`src/sv/mes_pkg.sv`:
```
`default_nettype none
// ----------------------------------------------------------------------------
// mes_pkg
// Shared types and constants for the Morse element sequencer.
// ----------------------------------------------------------------------------
package mes_pkg;

  localparam int DOT_W   = 11;
  localparam int DASH_W  = 13;
  localparam int CFG_W   = 13;
  localparam int TIME_W  = 32;
  localparam int WORD_W  = 16;
  localparam int CHAR_W  = 8;
  localparam int COUNT_W = 4;
  localparam int COUNT_LSB = 12;

  localparam int IN_TDATA_W  = 64;
  localparam int OUT_TDATA_W = 16;

  // register indexes
  localparam logic REG_DOT  = 1'b0;
  localparam logic REG_DASH = 1'b1;

  // key phase codes
  localparam logic [1:0] PHASE_UP  = 2'd0;
  localparam logic [1:0] PHASE_DIT = 2'd1;
  localparam logic [1:0] PHASE_DAH = 2'd2;

  // key action codes
  localparam logic [1:0] ACT_NONE = 2'd0;
  localparam logic [1:0] ACT_DOWN = 2'd1;
  localparam logic [1:0] ACT_UP   = 2'd2;

  localparam logic [WORD_W-1:0] WORD_SPACE = 16'hd000;
  localparam logic [CHAR_W-1:0] CHAR_SPACE = 8'h20;

  localparam logic [DOT_W-1:0]  DOT_RESET      = 11'd60;
  localparam logic [DASH_W-1:0] DASH_RESET     = 13'd180;
  localparam logic [TIME_W-1:0] DEADLINE_RESET = 32'd100;

  typedef struct packed {
    logic [WORD_W-1:0] code_word;
    logic [CHAR_W-1:0] char_code;
    logic              char_valid;
    logic              in_serial_mode;
    logic [TIME_W-1:0] now_ms;
  } mes_item_t;

  typedef struct packed {
    logic [CHAR_W-1:0] show_char;
    logic              show_valid;
    logic              char_taken;
    logic              serial_mode_out;
    logic [1:0]        key_action;
  } mes_result_t;

endpackage
`default_nettype wire

```
`src/sv/mes_core.sv`:
```
`default_nettype none
// ----------------------------------------------------------------------------
// mes_core
// Sequencer state, timing registers and the one-step update logic.
// ----------------------------------------------------------------------------
module mes_core #(
  parameter int ELEMENT_BITS = 12
) (
  input  wire                       clk,
  input  wire                       rst,
  input  wire                       cfg_we,
  input  wire                       cfg_addr,
  input  wire [mes_pkg::CFG_W-1:0]  cfg_wdata,
  input  wire                       upd,
  input  wire mes_pkg::mes_item_t   item,
  output mes_pkg::mes_result_t      result
);
  import mes_pkg::*;

  logic [DOT_W-1:0]        dot_ticks;
  logic [DASH_W-1:0]       dash_ticks;
  logic [1:0]              key_phase, key_phase_next;
  logic [ELEMENT_BITS-1:0] element_bits, element_bits_next;
  logic [COUNT_W-1:0]      elements_left, elements_left_next;
  logic [TIME_W-1:0]       deadline_ms, deadline_ms_next;
  logic                    serial;

  always_comb begin
    key_phase_next     = key_phase;
    element_bits_next  = element_bits;
    elements_left_next = elements_left;
    deadline_ms_next   = deadline_ms;
    serial             = item.in_serial_mode;
    result             = '0;

    if ((item.now_ms >= deadline_ms) && serial) begin
      if (key_phase == PHASE_UP) begin
        result.key_action = ACT_DOWN;
        if (element_bits[0]) begin
          key_phase_next   = PHASE_DAH;
          deadline_ms_next = item.now_ms + TIME_W'(dash_ticks);
        end else begin
          key_phase_next   = PHASE_DIT;
          deadline_ms_next = item.now_ms + TIME_W'(dot_ticks);
        end
      end else begin
        result.key_action = ACT_UP;
        key_phase_next    = PHASE_UP;
        if (elements_left > COUNT_W'(1)) begin
          elements_left_next = elements_left - COUNT_W'(1);
          element_bits_next  = element_bits >> 1;
          deadline_ms_next   = item.now_ms + TIME_W'(dot_ticks);
        end else begin
          elements_left_next = '0;
          deadline_ms_next   = item.now_ms + TIME_W'(dash_ticks);
          serial             = 1'b0;
        end
      end
    end

    if (!serial && item.char_valid) begin
      result.char_taken = 1'b1;
      if (item.code_word == WORD_SPACE) begin
        serial             = 1'b1;
        key_phase_next     = PHASE_DAH;
        elements_left_next = COUNT_W'(1);
        deadline_ms_next   = item.now_ms + TIME_W'(dash_ticks) + TIME_W'(dot_ticks);
        result.show_valid  = 1'b1;
        result.show_char   = CHAR_SPACE;
      end else if ((item.code_word != '0) && (item.code_word < WORD_SPACE)) begin
        serial             = 1'b1;
        elements_left_next = item.code_word[COUNT_LSB +: COUNT_W];
        element_bits_next  = item.code_word[ELEMENT_BITS-1:0];
        result.show_valid  = 1'b1;
        result.show_char   = item.char_code;
      end
    end

    result.serial_mode_out = serial;
  end

  always_ff @(posedge clk) begin
    if (rst) begin
      dot_ticks  <= DOT_RESET;
      dash_ticks <= DASH_RESET;
    end else if (cfg_we) begin
      case (cfg_addr)
        REG_DOT:  dot_ticks  <= cfg_wdata[DOT_W-1:0];
        REG_DASH: dash_ticks <= cfg_wdata[DASH_W-1:0];
        default:  ;
      endcase
    end
  end

  always_ff @(posedge clk) begin
    if (rst) begin
      key_phase     <= PHASE_UP;
      element_bits  <= '0;
      elements_left <= '0;
      deadline_ms   <= DEADLINE_RESET;
    end else if (upd) begin
      key_phase     <= key_phase_next;
      element_bits  <= element_bits_next;
      elements_left <= elements_left_next;
      deadline_ms   <= deadline_ms_next;
    end
  end

`ifndef SYNTHESIS
  a_phase_legal: assert property (@(posedge clk) disable iff (rst)
    key_phase != 2'd3) else $error("key phase out of range");

  a_down_leaves_up: assert property (@(posedge clk) disable iff (rst)
    (upd && result.key_action == ACT_DOWN) |=> (key_phase != PHASE_UP))
    else $error("key down did not leave up phase");

  a_up_enters_up: assert property (@(posedge clk) disable iff (rst)
    (upd && result.key_action == ACT_UP && !result.char_taken) |=> (key_phase == PHASE_UP))
    else $error("key up did not return to up phase");
`endif

endmodule
`default_nettype wire

```
`src/sv/morse_element_sequencer.sv`:
```
`default_nettype none
// ----------------------------------------------------------------------------
// morse_element_sequencer
// Serial-mode Morse sender: times dits, dahs and gaps per update request.
// ----------------------------------------------------------------------------
// Usage:
//   Each request on the s_ side is one update: current ms time, the keyer
//   mode, and an optional character with its code word. Each request yields
//   exactly one result on the m_ side: key action, returned mode, whether the
//   character was taken, and the character to display. The user must write
//   dot_ticks (index 0) and dash_ticks (index 1) through cfg_we /
//   cfg_addr / cfg_wdata only while no request is in flight; not enforced.
// Timing:
//   A request is registered on acceptance into the input stage, evaluated
//   against the sequencer state once it can advance, and lands in the result
//   register, from which the result is presented. One request per cycle is
//   sustained while m_tready stays high.
// Reset:
//   rst (synchronous) clears both stages, sets key up, no elements pending,
//   deadline 100 ms, dot 60 ms and dash 180 ms.
// Stall:
//   While m_tready is low the result holds; the input stage still fills,
//   then s_tready drops until the result is taken.
// ----------------------------------------------------------------------------
module morse_element_sequencer #(
  parameter int ELEMENT_BITS = 12
) (
  input  wire                             clk,
  input  wire                             rst,
  input  wire                             cfg_we,
  input  wire                             cfg_addr,
  input  wire [mes_pkg::CFG_W-1:0]        cfg_wdata,
  input  wire                             s_tvalid,
  output logic                            s_tready,
  // now_ms[31:0], in_serial_mode[32], char_valid[33], char_code[41:34],
  // code_word[57:42], zero[63:58]
  input  wire [mes_pkg::IN_TDATA_W-1:0]   s_tdata,
  output logic                            m_tvalid,
  input  wire                             m_tready,
  // key_action[1:0], serial_mode_out[2], char_taken[3], show_valid[4],
  // show_char[12:5], zero[15:13]
  output logic [mes_pkg::OUT_TDATA_W-1:0] m_tdata
);
  import mes_pkg::*;

  localparam int ITEM_W   = $bits(mes_item_t);
  localparam int RESULT_W = $bits(mes_result_t);

  logic        in_valid;
  mes_item_t   in_item;
  logic        advance;
  logic        upd;
  mes_result_t step_result;
  mes_result_t out_result;

  assign advance  = !m_tvalid || m_tready;
  assign upd      = in_valid && advance;
  assign s_tready = !in_valid || advance;

  always_ff @(posedge clk) begin
    if (rst) begin
      in_valid <= 1'b0;
    end else if (s_tready) begin
      in_valid <= s_tvalid;
    end
  end

  always_ff @(posedge clk) begin
    if (s_tready && s_tvalid) begin
      in_item <= mes_item_t'(s_tdata[ITEM_W-1:0]);
    end
  end

  mes_core #(
    .ELEMENT_BITS (ELEMENT_BITS)
  ) u_core (
    .clk       (clk),
    .rst       (rst),
    .cfg_we    (cfg_we),
    .cfg_addr  (cfg_addr),
    .cfg_wdata (cfg_wdata),
    .upd       (upd),
    .item      (in_item),
    .result    (step_result)
  );

  always_ff @(posedge clk) begin
    if (rst) begin
      m_tvalid <= 1'b0;
    end else if (advance) begin
      m_tvalid <= in_valid;
    end
  end

  always_ff @(posedge clk) begin
    if (upd) begin
      out_result <= step_result;
    end
  end

  assign m_tdata = {(OUT_TDATA_W - RESULT_W)'(0), out_result};

`ifndef SYNTHESIS
  a_action_legal: assert property (@(posedge clk) disable iff (rst)
    m_tvalid |-> (out_result.key_action != 2'd3)) else $error("bad key action");

  a_show_needs_take: assert property (@(posedge clk) disable iff (rst)
    (m_tvalid && out_result.show_valid) |-> (out_result.char_taken && out_result.serial_mode_out))
    else $error("display without taken character");

  a_show_char_zero: assert property (@(posedge clk) disable iff (rst)
    (m_tvalid && !out_result.show_valid) |-> (out_result.show_char == '0))
    else $error("display character not cleared");
`endif

endmodule
`default_nettype wire
```
`config.mk`:
```
export PLATFORM = sky130hd
export DESIGN_NAME = morse_element_sequencer
export DESIGN_NICKNAME = d
export VERILOG_FILES = /design/src/sv/mes_pkg.sv /design/src/sv/mes_core.sv /design/src/sv/morse_element_sequencer.sv
export SDC_FILE = /design/constraint.sdc
export NUM_CORES = 1
export LEC_CHECK = 0
export BUFFER_PORTS_ARGS = -buffer_cell sky130_fd_sc_hd__buf_2
export CAP_MARGIN = 20
export CORE_ASPECT_RATIO = 1.1
export CORE_MARGIN = 10
export CORE_UTILIZATION = 60
export CTS_CLUSTER_DIAMETER = 100
export DETAILED_ROUTE_END_ITERATION = 10
export PLACE_DENSITY_LB_ADDON = 0.08
export SLEW_MARGIN = 0
export SYNTH_ARGS = -nofsm -noshare
export SYNTH_HDL_FRONTEND = slang
export SYNTH_SLANG_ARGS = --single-unit
```
`constraint.sdc`:
```
create_clock -name clk -period 7.2 [get_ports clk]
set_clock_uncertainty 0.15 [all_clocks]
set_input_delay 0.36 -clock clk [delete_from_list [all_inputs] [get_ports clk]]
set_output_delay 0.36 -clock clk [all_outputs]
set_load 0.1 [all_outputs]
```
---- Word-level counts from Yosys, hierarchy flattened ----
Index checks and enable logic that the tools add are counted.
word-level totals
  register bits after elaboration ......... 147
  bits of input ports ..................... 83
  output and inout bits ................... 18
  word-level logic and storage cells ...... 78
operators by class
  add/subtract/negate cells ............... 4
  $lt $le $gt $ge ......................... 3
  equality and inequality tests ........... 1
  mux-type cells .......................... 33
  bitwise gates (word level) .............. 3
  reduce and logical (&&, ||, !) cells .... 15
operators with widths
  cell                                                                             number
  32-bit two-way mux                                                               6
  12-bit two-way mux                                                               6
  32-bit by 11-bit adder with 32-bit output                                        2
  32-bit by 13-bit adder with 32-bit output                                        1
  32-bit greater-or-equal comparator                                               1
  4-bit two-way mux                                                                6
  16-bit == test, second input constant                                            1
  16-bit less-than comparator, second input constant                               1
  16-bit nonzero test                                                              1
  7-bit two-way mux                                                                2
  2-bit two-way mux                                                                6
  1-bit two-way mux                                                                7
  1-bit logical AND                                                                5
  4-bit by 1-bit greater-than comparator with 1-bit output, second input constant  1
  2-bit AND reduction                                                              2
  4-bit by 1-bit subtractor with 4-bit output, second input constant               1
  1-bit logical NOT                                                                3
  1-bit NOT                                                                        3
  3-bit OR reduction                                                               1
  2-bit logical NOT                                                                1
  1-bit logical OR                                                                 2

---- Logic depth before layout (Yosys ltp) ----
  word-level depth ........................ 8
  depth in mapped cells ................... 16
  depth with buffers taken out ............ 15

---- Hierarchy ----
From an unflattened synthesis, not the netlist that was laid out.
second synthesis, totals
  cells, all modules ...................... 1038
  area total of the unflattened synthesis .. 9364.0 um^2
by module, submodules not included
  module                   times used  cells an instance  area an instance (um^2)  seq. area each (um^2)
  mes_core                 1           953                7101.8                   1481.4
  morse_element_sequencer  1           85                 2262.2                   2172.1

---- Worst setup path before layout ----
OpenSTA, ideal clock, no wires.
  path kind ............................... register to register
  start ................................... register in_item[0] (netlist name)
  end ..................................... register u_core.deadline_ms[31]
  library setup time ...................... 0.116 ns
  arrival time ............................ 4.366 ns
  data required time ...................... 6.934 ns
  path slack .............................. 2.569 ns
  cell stages (with the launch flop) ...... 17
  path buffers ............................ 1
  clock period less this slack ............ 4.631 ns
  cells stage by stage .................... edfxtp_1 > ha_1 > fa_1 > a21o_2 > a21oi_1 > xnor2_1 > ha_1 > nand3_1 > o2111ai_1 > o221a_2 > nor2b_1 > nor2_1 > or4b_1 > or4_1 > buf_2 > or4_1 > a31o_1
on the way
  word-level cells in the longest chain between the ends .. 6
  elaborated cells on any way between the ends .. 14
  those cells by class .................... add/sub (3); order compare (1); mux (7); reduce/logical (3)
RTL lines
  item                                                                                               RTL line                       text
  from (decl)                                                                                        morse_element_sequencer.sv:50  mes_item_t in_item;
  from (signal assigned)                                                                             morse_element_sequencer.sv:70  in_item <= mes_item_t'(s_tdata[ITEM_W-1:0]);
  parallel branches: the longest is 5 deep, another holds 32-bit by 13-bit adder with 32-bit output  -
  32-bit two-way mux (*)                                                                             mes_core.sv:61                 if (!serial && item.char_valid) begin
  to (signal assigned)                                                                               mes_core.sv:105                deadline_ms <= deadline_ms_next;
  to (decl)                                                                                          mes_core.sv:25                 logic [TIME_W-1:0] deadline_ms, deadline_ms_next;
Mark *: on every way between the ends.
A chain may end at the register's enable or synchronous reset.

---- Worst setup path after layout ----
Same ends and word-level chain as after synthesis.

==> flow_summary.ini <==
[synth]
synth-seq-area-share_pct = 37.4
synth_area_leaders = edfxtp_1 (22%), dfxtp_1 (16%), ha_1 (8.8%)
synth_edf_count = 71
yosys_warnings = 0
syn-cell-area_sq_um = 9780
yosys.area.top_type = edfxtp_1
netlist_instances = 1087
synth_cell_types = 90
async_reset_ff_share_pct = 0
synth_top_area_share_pct = 21.8
postSynthAreaPerCell_sq_um = 8.99
synth-seq-cells = 147
synthFlopType = dfxtp_1

[cts]
cts.path.max_buffers = 2
htreeDepth = 4
cts.reportedPaths.clkPinSlew_ns = 0.07
cts_sinks = 147
cts_tree = yes
postCtsHoldBufs = 66
cts-root-buf = clkbuf_16
clk_latency_ns = 0.44
cts_resized = 0
cts_buffers = 17
post_cts_buffers = 0

[sta]
rsz0062_at_grt = no
post-route-period-util_pct = 72.6
max_clock_freq_mhz = 191
slew_violations = 0
setup_viol = 0
hold_viol_final = 0
worst_pin_slew_ns = 0.982
tns_ns = 0
min_period_ns = 5.23
max_slew_margin_pct = 34.3

[worst_setup_path]
rrSetupSlack_ns = 1.97
arrival_ns = 5.42
crit_fanout = 8
path_cells = ha_1 -> fa_1 -> a211oi_2 -> o21a_1 -> xnor2_1 -> ha_1 -> o21a_1 -> o21a_1 -> o221a_2 -> nor2b_1 -> nor2_1 -> or4b_1 -> or4_1 -> or4_1 -> a31o_1
cp-start-kind = flip-flop
cp_common_cell = o21a_1
critical_path.top_delay_family = simple AND/OR/NAND/NOR gates
cp_slowest_cell = or4_1
path_class = reg -> reg
slowest_delay_ns = 0.60
critPathBufInv = 0
critPathRequiredTime_ns = 7.39
setup.worst_path.end_class = flip-flop

[pwr]
power_leakage_nw = 4.48
ir_worst_vdd_mv = 0.250
powerDensity_nw_per_um2 = 210

[floorplanning]
die-area_sq_um = 21800
io_pins = 101
initial_utilization_pct = 61.7
dieHeight_um = 154
std_cell_rows = 48
die_x_um = 142
coreArea_sq_um = 15900

[global_route]
antenna_found_initial = 0
grt_max_degree = 85
grt_pass1_wl_um = 44500
first_global_vias = 8703
grt_use_total_pct = 25.1
gr-total-overflow = 0

[detailed_routing]
final_antenna_net_count = 0
post_drt_wl_per_cell_um = 19.1
routed_wl_um = 27400
drc = 0
vias = 8911
via_per_inst = 6.20
drt-initial-drc-count = 766
first_pass_iters = 6

[place]
port_buffers = 91
dp_hpwl_um = 19500
gp_congestion = 1.03
dp.cells = 1339

[final_layout]
num_antenna_cells = 0
area_growth_pct = 18.2
fin_cells = 1437
final_nets = 1379
drive_gt1_share_pct = 13.6

[job]
maxCapViolations = 0

[run_status]
status = complete, no violations

[worst_hold_path]
hold_path.class = in -> reg
==> final timing paths <==
kind                              from                endpoint  cells after the start
setup reg to reg            in_item[0]  u_core.deadline_ms[31]                     15
hold reg to reg   u_core.dash_ticks[0]    u_core.dash_ticks[0]                      2
hold / removal            cfg_wdata[0]    u_core.dash_ticks[0]                      3
setup / recovery            in_item[0]  u_core.deadline_ms[31]                     15
==> synthesized netlist by cell type (10+ instances only) <==
master    count
xor2_1       26
nand2b_1     11
o211ai_1     17
nand3b_1     10
o22ai_1      17
dfxtp_1      76
and2_1       17
o21a_1       10
xnor2_1      44
nand4_1      18
nor4_1       13
nor3_1       14
nor2_1       75
a21oi_1      80
and3_1       15
ha_1         69
a21o_1       17
nand2_1     128
inv_1        48
nand3_1      30
clkbuf_1     34
o21ai_0      35
edfxtp_1     71
a211oi_1     39
==> power breakdown <==
group | total, mW | internal, mW | switching, mW | leakage [nW]
Clock | 0.909 | 0.471 | 0.438 | 0.293
Combinational | 0.549 | 0.221 | 0.328 | 2.88
Sequential | 0.968 | 0.925 | 0.0429 | 1.31
Total | 2.43 | 1.62 | 0.809 | 4.48
==> sequential cells by signal, indices dropped and copies added, names as in the netlist <==
signal / cells
in_item: 58
u_core.deadline_ms: 32
m_tdata: 13
u_core.dash_ticks: 13
u_core.element_bits: 12
u_core.dot_ticks: 11
u_core.elements_left: 4
u_core.key_phase: 2
in_valid: 1
m_tvalid: 1
==> cell usage in the layout, fill, tap and decap left out, types with 8 or more instances in the layout <==
| cell type | n |
|---|---|
| nand2_1 | 128 |
| buf_2 | 91 |
| a21oi_1 | 80 |
| dfxtp_1 | 76 |
| nor2_1 | 75 |
| edfxtp_1 | 71 |
| ha_1 | 69 |
| dlygate4sd3_1 | 66 |
| inv_1 | 48 |
| xnor2_1 | 44 |
| a211oi_1 | 39 |
| o21ai_0 | 35 |
| nand3_1 | 30 |
| xor2_1 | 26 |
| nand4_1 | 18 |
| a21o_1 | 17 |
| o211ai_1 | 17 |
| o22ai_1 | 17 |
| clkbuf_16 | 17 |
| and2_1 | 16 |
| and3_1 | 15 |
| nor4_1 | 13 |
| nor3_1 | 13 |
| buf_4 | 12 |
| nand2b_1 | 11 |
| o21a_1 | 10 |
| nand3b_1 | 10 |
| a31oi_1 | 9 |
| a22oi_1 | 9 |
| nor2b_1 | 8 |
==> layer usage <==
metal / GRT usage (%) / share of wire (%) / vias to the layer above
li1: - / - / 4324
met1: 30.2 / 41 / 4187
met2: 43.0 / 50 / 330
met3: 4.34 / 5.5 / 70
met4: 10.3 / 3.4 / 0
met5: 0 / 0 / -
==> cells by family (layout without fill, tap and decap cells) <==
logic type / count (synthesis) / in the layout / synth area share, %
AOI/OAI and AO/OA: 318 / 318 / 22.3
xor gates and xnor gates: 72 / 72 / 6.60
adders and majority gates: 72 / 72 / 9.44
buffers and inverters: 101 / 249 / 5.07
DFF: 147 / 147 / 37.4
muxes: 4 / 4 / 0.435
other: 1 / 3 / 0.0384
and+or+nand+nor: 372 / 372 / 18.8
==> through the flow <==
step	area, sq um	setup WS [ns]	hold slack (ns)	power, mW	util (%)
2_1_floorplan	9780	2.57	0.288	1.37	-
3_3_place_gp	10300	2.12	0.298	1.48	64.9
3_5_place_dp	10300	2.08	0.304	1.49	64.9
4_1_cts	11600	2.04	0.00749	2.42	72.9
5_1_grt	11600	1.75	0.0243	2.52	72.9
6_report	11600	1.97	0.0195	2.43	72.9
==> layout make-up <==
class,instances,area [sq um]
fillers,1277,4300
flip-flops and latches,147,3650
clock buffers,17,425
well taps,200,250
multi-input cells,841,5660
clock inverters,15,185
repair buffers,169,1210
inverters,48,180
==> worst register-to-register path, stage by stage, from the launching register on <==
cell and delay, ns:
edfxtp_1 0.43, ha_1 0.28, fa_1 0.46, a211oi_2 0.33, o21a_1 0.26, xnor2_1 0.13
ha_1 0.38, o21a_1 0.17, o21a_1 0.17, o221a_2 0.21, nor2b_1 0.07, nor2_1 0.23
or4b_1 0.53, or4_1 0.60, or4_1 0.52, a31o_1 0.22
Note: power is estimated with default switching activity, not from simulation.
